## src/rtl/rgb_to_hsv_convert_top_macros.svh

```systemverilog
// ----------------------------------------------------------------------------
// rgb_to_hsv_convert_top_macros.svh
// assertion macros used by the rgb to hsv converter top
// ----------------------------------------------------------------------------
`ifndef RGB_TO_HSV_CONVERT_TOP_MACROS_SVH
`define RGB_TO_HSV_CONVERT_TOP_MACROS_SVH

`ifndef NO_ASSERTIONS

// antecedent implies consequent in the same cycle
`define RHC_ASSERT_IMPL(lbl, ante, cons) \
	lbl: assert property (@(posedge clk) disable iff (!arst_n) (ante) |-> (cons)) \
		else $error("assertion failed");

// expression must never be true
`define RHC_ASSERT_NEVER(lbl, expr) \
	lbl: assert property (@(posedge clk) disable iff (!arst_n) !(expr)) \
		else $error("assertion failed");

`else

`define RHC_ASSERT_IMPL(lbl, ante, cons)
`define RHC_ASSERT_NEVER(lbl, expr)

`endif

`endif

```

## src/rtl/rhc_pkg.sv

```systemverilog
// ----------------------------------------------------------------------------
// rhc_pkg
// types, constants and divider step functions for the rgb to hsv converter
// ----------------------------------------------------------------------------
`default_nettype none

package rhc_pkg;

	localparam int PIX_W = 8;
	localparam int HUE_W = 15;
	// quotient bits; hue quotient reaches 3840
	localparam int Q_W = 12;
	localparam int NUM_W = PIX_W + Q_W;
	localparam int BITS_PER_STAGE = 3;
	localparam int DIV_STAGES = Q_W / BITS_PER_STAGE;

	localparam logic [HUE_W-1:0] HUE_RED = 15'd0;
	localparam logic [HUE_W-1:0] HUE_GREEN = 15'd7680;
	localparam logic [HUE_W-1:0] HUE_BLUE = 15'd15360;
	localparam logic [HUE_W-1:0] HUE_FULL = 15'd23040;

	// partial restoring division state
	typedef struct packed {
		logic [PIX_W-1:0] rem;
		logic [Q_W-1:0]   num;
		logic [PIX_W-1:0] den;
		logic [Q_W-1:0]   quo;
	} div_t;

	// per-pixel data that rides along with the division
	typedef struct packed {
		logic [HUE_W-1:0] base;
		logic             neg;
		logic             gray;
		logic [PIX_W-1:0] val;
	} side_t;

	// load a numerator whose quotient fits in Q_W bits
	function automatic div_t div_init(input logic [NUM_W-1:0] n, input logic [PIX_W-1:0] d);
		div_t x;
		x.rem = n[NUM_W-1:Q_W];
		x.num = n[Q_W-1:0];
		x.den = d;
		x.quo = '0;
		return x;
	endfunction

	// one quotient bit
	function automatic div_t div_step(input div_t x);
		div_t y;
		logic [PIX_W:0] t;
		t = {x.rem, x.num[Q_W-1]};
		y = x;
		y.num = {x.num[Q_W-2:0], 1'b0};
		if (t >= {1'b0, x.den}) begin
			y.rem = PIX_W'(t - {1'b0, x.den});
			y.quo = {x.quo[Q_W-2:0], 1'b1};
		end else begin
			y.rem = t[PIX_W-1:0];
			y.quo = {x.quo[Q_W-2:0], 1'b0};
		end
		return y;
	endfunction

endpackage

`default_nettype wire

```

## src/rtl/rhc_front.sv

```systemverilog
// ----------------------------------------------------------------------------
// rhc_front
// max/min sorting, hue sector selection and divider numerator setup
// ----------------------------------------------------------------------------
`default_nettype none

module rhc_front (
	input  wire logic                           clk,
	input  wire logic                           arst_n,
	input  wire logic                           in_valid,
	output logic                                in_ready,
	input  wire logic [rhc_pkg::PIX_W-1:0]      red,
	input  wire logic [rhc_pkg::PIX_W-1:0]      green,
	input  wire logic [rhc_pkg::PIX_W-1:0]      blue,
	output logic                                out_valid,
	input  wire logic                           out_ready,
	output rhc_pkg::side_t                      out_side,
	output rhc_pkg::div_t                       out_hue,
	output rhc_pkg::div_t                       out_sat
);

	logic                        v_s1, v_s2;
	logic                        ready_s1, ready_s2;
	logic [rhc_pkg::PIX_W-1:0]   mx, mn, a, b, delta, mag;
	logic [rhc_pkg::HUE_W-1:0]   base;
	logic                        neg;
	logic [rhc_pkg::PIX_W-1:0]   val_s1, delta_s1, mag_s1;
	logic [rhc_pkg::HUE_W-1:0]   base_s1;
	logic                        neg_s1;
	logic [rhc_pkg::NUM_W-1:0]   hue_num, sat_num;
	rhc_pkg::side_t              side_s2;
	rhc_pkg::div_t               hue_s2, sat_s2;

	assign ready_s2 = !v_s2 || out_ready;
	assign ready_s1 = !v_s1 || ready_s2;
	assign in_ready = ready_s1;

	// sector select, ties go to red then green
	always_comb begin
		if (red >= green && red >= blue) begin
			mx = red;
			base = rhc_pkg::HUE_RED;
			a = green;
			b = blue;
		end else if (green >= blue) begin
			mx = green;
			base = rhc_pkg::HUE_GREEN;
			a = blue;
			b = red;
		end else begin
			mx = blue;
			base = rhc_pkg::HUE_BLUE;
			a = red;
			b = green;
		end
		mn = red;
		if (green < mn) mn = green;
		if (blue < mn) mn = blue;
		delta = mx - mn;
		neg = a < b;
		mag = neg ? (b - a) : (a - b);
	end

	// stage 1 registers
	always_ff @(posedge clk or negedge arst_n) begin
		if (!arst_n) begin
			v_s1 <= 1'b0;
		end else if (ready_s1) begin
			v_s1 <= in_valid;
		end
	end

	always_ff @(posedge clk) begin
		if (ready_s1 && in_valid) begin
			val_s1 <= mx;
			delta_s1 <= delta;
			mag_s1 <= mag;
			neg_s1 <= neg;
			base_s1 <= base;
		end
	end

	// numerators: 3840 * mag and 255 * delta
	always_comb begin
		hue_num = {mag_s1, 12'd0} - {4'd0, mag_s1, 8'd0};
		sat_num = {4'd0, delta_s1, 8'd0} - {12'd0, delta_s1};
	end

	// stage 2 registers
	always_ff @(posedge clk or negedge arst_n) begin
		if (!arst_n) begin
			v_s2 <= 1'b0;
		end else if (ready_s2) begin
			v_s2 <= v_s1;
		end
	end

	always_ff @(posedge clk) begin
		if (ready_s2 && v_s1) begin
			side_s2.base <= base_s1;
			side_s2.neg <= neg_s1;
			side_s2.gray <= (delta_s1 == '0);
			side_s2.val <= val_s1;
			hue_s2 <= rhc_pkg::div_init(hue_num, delta_s1);
			sat_s2 <= rhc_pkg::div_init(sat_num, val_s1);
		end
	end

	assign out_valid = v_s2;
	assign out_side = side_s2;
	assign out_hue = hue_s2;
	assign out_sat = sat_s2;

endmodule

`default_nettype wire

```

## src/rtl/rhc_div_stage.sv

```systemverilog
// ----------------------------------------------------------------------------
// rhc_div_stage
// one pipeline stage of the hue and saturation dividers, several bits per stage
// ----------------------------------------------------------------------------
`default_nettype none

module rhc_div_stage (
	input  wire logic           clk,
	input  wire logic           arst_n,
	input  wire logic           in_valid,
	output logic                in_ready,
	input  wire rhc_pkg::side_t in_side,
	input  wire rhc_pkg::div_t  in_hue,
	input  wire rhc_pkg::div_t  in_sat,
	output logic                out_valid,
	input  wire logic           out_ready,
	output rhc_pkg::side_t      out_side,
	output rhc_pkg::div_t       out_hue,
	output rhc_pkg::div_t       out_sat
);

	logic           v_q;
	rhc_pkg::side_t side_q;
	rhc_pkg::div_t  hue_q, sat_q;
	rhc_pkg::div_t  hue_nx, sat_nx;

	assign in_ready = !v_q || out_ready;

	// a few quotient bits of each division
	always_comb begin
		hue_nx = in_hue;
		sat_nx = in_sat;
		for (int i = 0; i < rhc_pkg::BITS_PER_STAGE; i++) begin
			hue_nx = rhc_pkg::div_step(hue_nx);
			sat_nx = rhc_pkg::div_step(sat_nx);
		end
	end

	always_ff @(posedge clk or negedge arst_n) begin
		if (!arst_n) begin
			v_q <= 1'b0;
		end else if (in_ready) begin
			v_q <= in_valid;
		end
	end

	always_ff @(posedge clk) begin
		if (in_ready && in_valid) begin
			side_q <= in_side;
			hue_q <= hue_nx;
			sat_q <= sat_nx;
		end
	end

	assign out_valid = v_q;
	assign out_side = side_q;
	assign out_hue = hue_q;
	assign out_sat = sat_q;

endmodule

`default_nettype wire

```

## src/rtl/rhc_finish.sv

```systemverilog
// ----------------------------------------------------------------------------
// rhc_finish
// hue offset and wrap, black and gray handling, output register
// ----------------------------------------------------------------------------
`default_nettype none

module rhc_finish (
	input  wire logic                       clk,
	input  wire logic                       arst_n,
	input  wire logic                       in_valid,
	output logic                            in_ready,
	input  wire rhc_pkg::side_t             in_side,
	input  wire rhc_pkg::div_t              in_hue,
	input  wire rhc_pkg::div_t              in_sat,
	output logic                            out_valid,
	input  wire logic                       out_ready,
	output logic [rhc_pkg::HUE_W-1:0]       hue,
	output logic [rhc_pkg::PIX_W-1:0]       sat,
	output logic [rhc_pkg::PIX_W-1:0]       val
);

	logic                      v_s7;
	logic [rhc_pkg::HUE_W-1:0] hue_s7, hue_nx, qx;
	logic [rhc_pkg::PIX_W-1:0] sat_s7, val_s7, sat_nx;

	assign in_ready = !v_s7 || out_ready;

	// base plus or minus quotient, negative wraps by a full turn; gray gives hue zero, black gives zero saturation
	always_comb begin
		qx = {{(rhc_pkg::HUE_W - rhc_pkg::Q_W){1'b0}}, in_hue.quo};
		if (in_side.gray) begin
			hue_nx = '0;
		end else if (!in_side.neg) begin
			hue_nx = in_side.base + qx;
		end else if (qx > in_side.base) begin
			hue_nx = rhc_pkg::HUE_FULL - qx + in_side.base;
		end else begin
			hue_nx = in_side.base - qx;
		end
		sat_nx = (in_side.val == '0) ? '0 : in_sat.quo[rhc_pkg::PIX_W-1:0];
	end

	always_ff @(posedge clk or negedge arst_n) begin
		if (!arst_n) begin
			v_s7 <= 1'b0;
		end else if (in_ready) begin
			v_s7 <= in_valid;
		end
	end

	always_ff @(posedge clk) begin
		if (in_ready && in_valid) begin
			hue_s7 <= hue_nx;
			sat_s7 <= sat_nx;
			val_s7 <= in_side.val;
		end
	end

	assign out_valid = v_s7;
	assign hue = hue_s7;
	assign sat = sat_s7;
	assign val = val_s7;

endmodule

`default_nettype wire

```

## src/rtl/rgb_to_hsv_convert_top.sv

```systemverilog
// ----------------------------------------------------------------------------
// rgb_to_hsv_convert_top
// streaming 8-bit rgb to hsv converter, when not stalled one pixel per clock
// ----------------------------------------------------------------------------
// Takes one pixel per clock while the output is not stalled, and returns hue
// (1/64 degree), saturation (0..255) and value after the pixel has passed
// through every stage: two stages sort the channels and form the divider
// numerators, four stages run the hue and saturation divisions three quotient
// bits each, and one stage applies the hue offset and holds the result. Every
// stage has its own valid bit and stalls only when the stage after it is full,
// so a stalled output does not block input until the pipeline has filled up.
`default_nettype none

`include "rgb_to_hsv_convert_top_macros.svh"

module rgb_to_hsv_convert_top (
	input  wire logic        clk,
	input  wire logic        arst_n,
	input  wire logic        s_axis_tvalid,
	output logic             s_axis_tready,
	// red_in [7:0], green_in [15:8], blue_in [23:16]
	input  wire logic [23:0] s_axis_tdata,
	output logic             m_axis_tvalid,
	input  wire logic        m_axis_tready,
	// hue_out [14:0], sat_out [22:15], val_out [30:23], zero [31]
	output logic [31:0]      m_axis_tdata
);

	localparam int NS = rhc_pkg::DIV_STAGES;

	logic                      v [NS+1];
	logic                      rdy [NS+1];
	rhc_pkg::side_t            side [NS+1];
	rhc_pkg::div_t             hue_d [NS+1];
	rhc_pkg::div_t             sat_d [NS+1];
	logic [rhc_pkg::HUE_W-1:0] hue_out;
	logic [rhc_pkg::PIX_W-1:0] sat_out, val_out;

	// sorting and numerator setup
	rhc_front u_front (
		.clk       (clk),
		.arst_n    (arst_n),
		.in_valid  (s_axis_tvalid),
		.in_ready  (s_axis_tready),
		.red       (s_axis_tdata[7:0]),
		.green     (s_axis_tdata[15:8]),
		.blue      (s_axis_tdata[23:16]),
		.out_valid (v[0]),
		.out_ready (rdy[0]),
		.out_side  (side[0]),
		.out_hue   (hue_d[0]),
		.out_sat   (sat_d[0])
	);

	// divider pipeline
	for (genvar i = 0; i < NS; i++) begin : g_div
		rhc_div_stage u_div (
			.clk       (clk),
			.arst_n    (arst_n),
			.in_valid  (v[i]),
			.in_ready  (rdy[i]),
			.in_side   (side[i]),
			.in_hue    (hue_d[i]),
			.in_sat    (sat_d[i]),
			.out_valid (v[i+1]),
			.out_ready (rdy[i+1]),
			.out_side  (side[i+1]),
			.out_hue   (hue_d[i+1]),
			.out_sat   (sat_d[i+1])
		);
	end

	// hue offset and output word
	rhc_finish u_finish (
		.clk       (clk),
		.arst_n    (arst_n),
		.in_valid  (v[NS]),
		.in_ready  (rdy[NS]),
		.in_side   (side[NS]),
		.in_hue    (hue_d[NS]),
		.in_sat    (sat_d[NS]),
		.out_valid (m_axis_tvalid),
		.out_ready (m_axis_tready),
		.hue       (hue_out),
		.sat       (sat_out),
		.val       (val_out)
	);

	assign m_axis_tdata = {1'b0, val_out, sat_out, hue_out};

	// assertions
	`RHC_ASSERT_IMPL(a_hue_range, m_axis_tvalid, m_axis_tdata[14:0] < rhc_pkg::HUE_FULL)
	`RHC_ASSERT_IMPL(a_black, m_axis_tvalid && m_axis_tdata[30:23] == 8'd0, m_axis_tdata[22:0] == 23'd0)
	`RHC_ASSERT_IMPL(a_gray_hue, m_axis_tvalid && m_axis_tdata[22:15] == 8'd0, m_axis_tdata[14:0] == 15'd0)
	`RHC_ASSERT_NEVER(a_empty_ready, !m_axis_tvalid && !s_axis_tready)

endmodule

`default_nettype wire

```

## config.mk

```make
export PLATFORM = sky130hd
export DESIGN_NAME = rgb_to_hsv_convert_top
export DESIGN_NICKNAME = d
export VERILOG_FILES = /design/src/rtl/rhc_pkg.sv /design/src/rtl/rhc_front.sv /design/src/rtl/rhc_div_stage.sv /design/src/rtl/rhc_finish.sv /design/src/rtl/rgb_to_hsv_convert_top.sv
export VERILOG_INCLUDE_DIRS = /design/src /design/src/rtl
export SDC_FILE = /design/constraint.sdc
export NUM_CORES = 1
export LEC_CHECK = 0
export BUFFER_PORTS_ARGS = -buffer_cell sky130_fd_sc_hd__buf_2
export CAP_MARGIN = 20
export CORE_UTILIZATION = 40
export CTS_CLUSTER_DIAMETER = 100
export DETAILED_ROUTE_END_ITERATION = 16
export PLACE_DENSITY = 0.57
export SLEW_MARGIN = 30
export SYNTH_ARGS = -nofsm -noshare
export SYNTH_HDL_FRONTEND = slang
export SYNTH_SLANG_ARGS = --single-unit
```

## constraint.sdc

```tcl
create_clock -name clk -period 9.7 [get_ports clk]
set_input_delay 0.97 -clock clk [delete_from_list [all_inputs] [get_ports clk]]
set_output_delay 0.97 -clock clk [all_outputs]
set_load 0.01 [all_outputs]
```

==> metrics <==
Clk Latency, worst-skew pair between 0.5 and 0.6 ns; area delta synth->final 10.49%; critical path buffer and inverter count 1; FF-to-FF Start g_div[1].u_div.out_hue[13]$_DFFE_PP_; Overall Global Routing Usage 0.1659; # hold bufs at CTS 0; DRC viols 0; deepest clock path buffer count 3; CTS HTree Levels 2; total CTS buffers 35; Die Height about 240 µm; Top delay family on crit path compound AO/OA/AOI/OAI gates; share of the synthesized area in the top cell type 0.4047; CTS tree done; Resized cells post-CTS 0; Gate Count Post-Synth 2101; final hold slack 0.2864 ns; Reg clk slew, reported paths ~0.060 ns; DIE WIDTH 235.1 µm; total global routing overflow 0; Crit Path Class reg2reg; initial antenna violation count 1; FF+latch area 8974 µm²; Worst slew margin 0.4929; count of buffers from port buffering 60; GP Congestion about 0.90; largest net degree at the start of global routing 60; sequential-to-total area share from yosys stat 0.4127; Yosys top cell by area edfxtp_1; Detailed Route WL 45450 µm; CTS Root Cell clkbuf_16; Slowest-stage cell, CP nor2b_1; clk_skew 0.01613 ns; Post-Syn Area per Cell 10.35 µm²; Ant. Diodes 0; dpl hpwl 35660 µm; via count 15240; Iter 0 DRT Violations 828; vias per inst ~5.3; Main synth FF type edfxtp_1; I/O pin count 62; ratio of final minimum period to clock period 0.7508; max-cap viol count 0; worst hold-check path type in2async; final setup fails 0; Multi-input gate area about 12000 µm²; status complete, no violations; fill count 5016; Critical Path AT 7.55 ns; synth unique cells 73; first-pass GRT wire length 75690 µm; EDFF count, synth 293; layout cells sized above 1 0.1142; RSZ-0062 raised after global routing false; routed len/inst 15.66 µm; Synth warnings 0; final setup TNS 0 ns; worst setup path startpoint g_div[1].u_div.out_hue[13]$_DFFE_PP_; core area between 50000 and 60000 µm²; antenna-violating nets left 0; startpoint types register; synthesis-stage register bit count 300; die area 55290 µm²; critical-path cell list inv_1 > ha_1 > nor2b_1 > o31a_1 > o31a_1 > o221ai_1 > nor2b_1 > mux2_2 > ha_1 > o21ai_0 > a21oi_1 > o21a_1 > o21a_1 > o21ai_0 > nand2b_1 > mux2_2 > ha_1 > o21a_1 > o31a_1 > or2_2 > a31oi_1 > a21oi_1 > a21oi_2 > mux2_2; Synth area leaders edfxtp_1 40%, ha_1 15%, mux2_2 4.4%, a21oi_1 3.9%, xnor2_1 3.6%; top post-synthesis cells by count 293 x edfxtp_1, 260 x ha_1, 190 x nor2_1; setup bufs post-CTS 0; Post-synth ARST share 0.02333; Worst Max-Slew Pin Slew ~0.76 ns; final count of pins violating max slew 0; # nets final between 2000 and 2500; Synth Cell Area 21740 µm²; Worst path max stage delay 0.65 ns; required time worst endpoint 9.97 ns; clock period minus worst slack 7.283 ns; final hold violations 0; vias in the first global route about 15000; maximum clock rate 0.1373 GHz; clk sink count 300; count leader, synth edfxtp_1; Initial Util 0.4040; crit-path max FO 12; Rows 85; Setup crit end kind register; First-pass DRT Iterations 5
[layout make-up]
type	instances	share of cell area
inverter	187	0.02922
clock inverter	22	0.007656
timing repair buffer	75	0.01719
multi-input combinational	1581	0.4983
sequential	300	0.3735
tap	696	0.03625
clock buffer	41	0.03781
[cells by family (layout without fill, tap and decap cells)]
| kind of cell | count (synthesis) | in the layout | share of synthesized area |
|---|---|---|---|
| compound gates | 499 | 499 | 0.1428 |
| flops | 300 | 300 | 0.4127 |
| mux | 119 | 119 | 0.05973 |
| other cells | 1 | 2 | 0.0001725 |
| fa+ha+maj | 283 | 283 | 0.1708 |
| xor+xnor | 145 | 145 | 0.05841 |
| buf+inv | 221 | 325 | 0.03873 |
| simple gates | 533 | 533 | 0.1166 |
[flip-flops by register name, indices dropped and copies added (netlist names)]
name / flops
g_div.u_div.out_hue: 79
g_div.u_div.out_sat: 54
g_div.u_div.out_side: 52
g_div.u_div.out_valid: 4
u_finish.hue: 15
u_finish.out_valid: 1
u_finish.sat: 8
u_finish.val: 8
u_front.base_s1: 3
u_front.delta_s1: 8
u_front.mag_s1: 8
u_front.neg_s1: 1
u_front.out_hue: 19
u_front.out_sat: 17
u_front.out_side: 13
u_front.out_valid: 1
u_front.v_s1: 1
u_front.val_s1: 8
[per-stage QoR]
step	instance area (µm²)	util	setup WS [ns]	std cells
floorplan	21750	-	3.326	2102
global placement	22930	0.4261	2.598	2839
detailed placement	22930	0.4261	2.434	2839
CTS	24020	0.4464	2.404	2902
global route	24020	0.4464	1.700	2902
finish	24020	0.4464	2.417	2902
[placed cells by master (no fill, tap or decap), drive strengths merged, types with 57 or more instances in the layout]
cell type / instances
mux2: 86
xnor2: 90
buf: 75
nand2: 105
edfxtp: 293
nor2: 190
ha: 260
inv: 190
a21o: 57
a21oi: 172
o21ai: 127
[per-layer routing]
metal,vias to the layer above,part of all wire,global-route usage
li1,7759,-,-
met1,7145,0.47,0.2202
met2,274,0.47,0.2810
met3,63,0.037,0.02310
met4,2,0.022,0.04864
met5,-,0.00029,0
[final timing paths]
check,end,slack [ns],cells after the start
setup / recovery,g_div[2].u_div.out_hue[34]$_DFFE_PP_,2.42,24
hold / removal,u_finish.out_valid$_DFFE_PN0P_,0.29,1
setup reg to reg,g_div[2].u_div.out_hue[34]$_DFFE_PP_,2.42,24
hold reg to reg,g_div[0].u_div.out_sat[26]$_DFFE_PP_,0.41,0
max in group asynchronous,u_front.out_valid$_DFFE_PN0P_,9.22,1
min in group clk,g_div[0].u_div.out_sat[26]$_DFFE_PP_,0.41,0
Power is not shown: default switching activity piles up to over one toggle a cycle in this logic, so the estimate is an artifact.
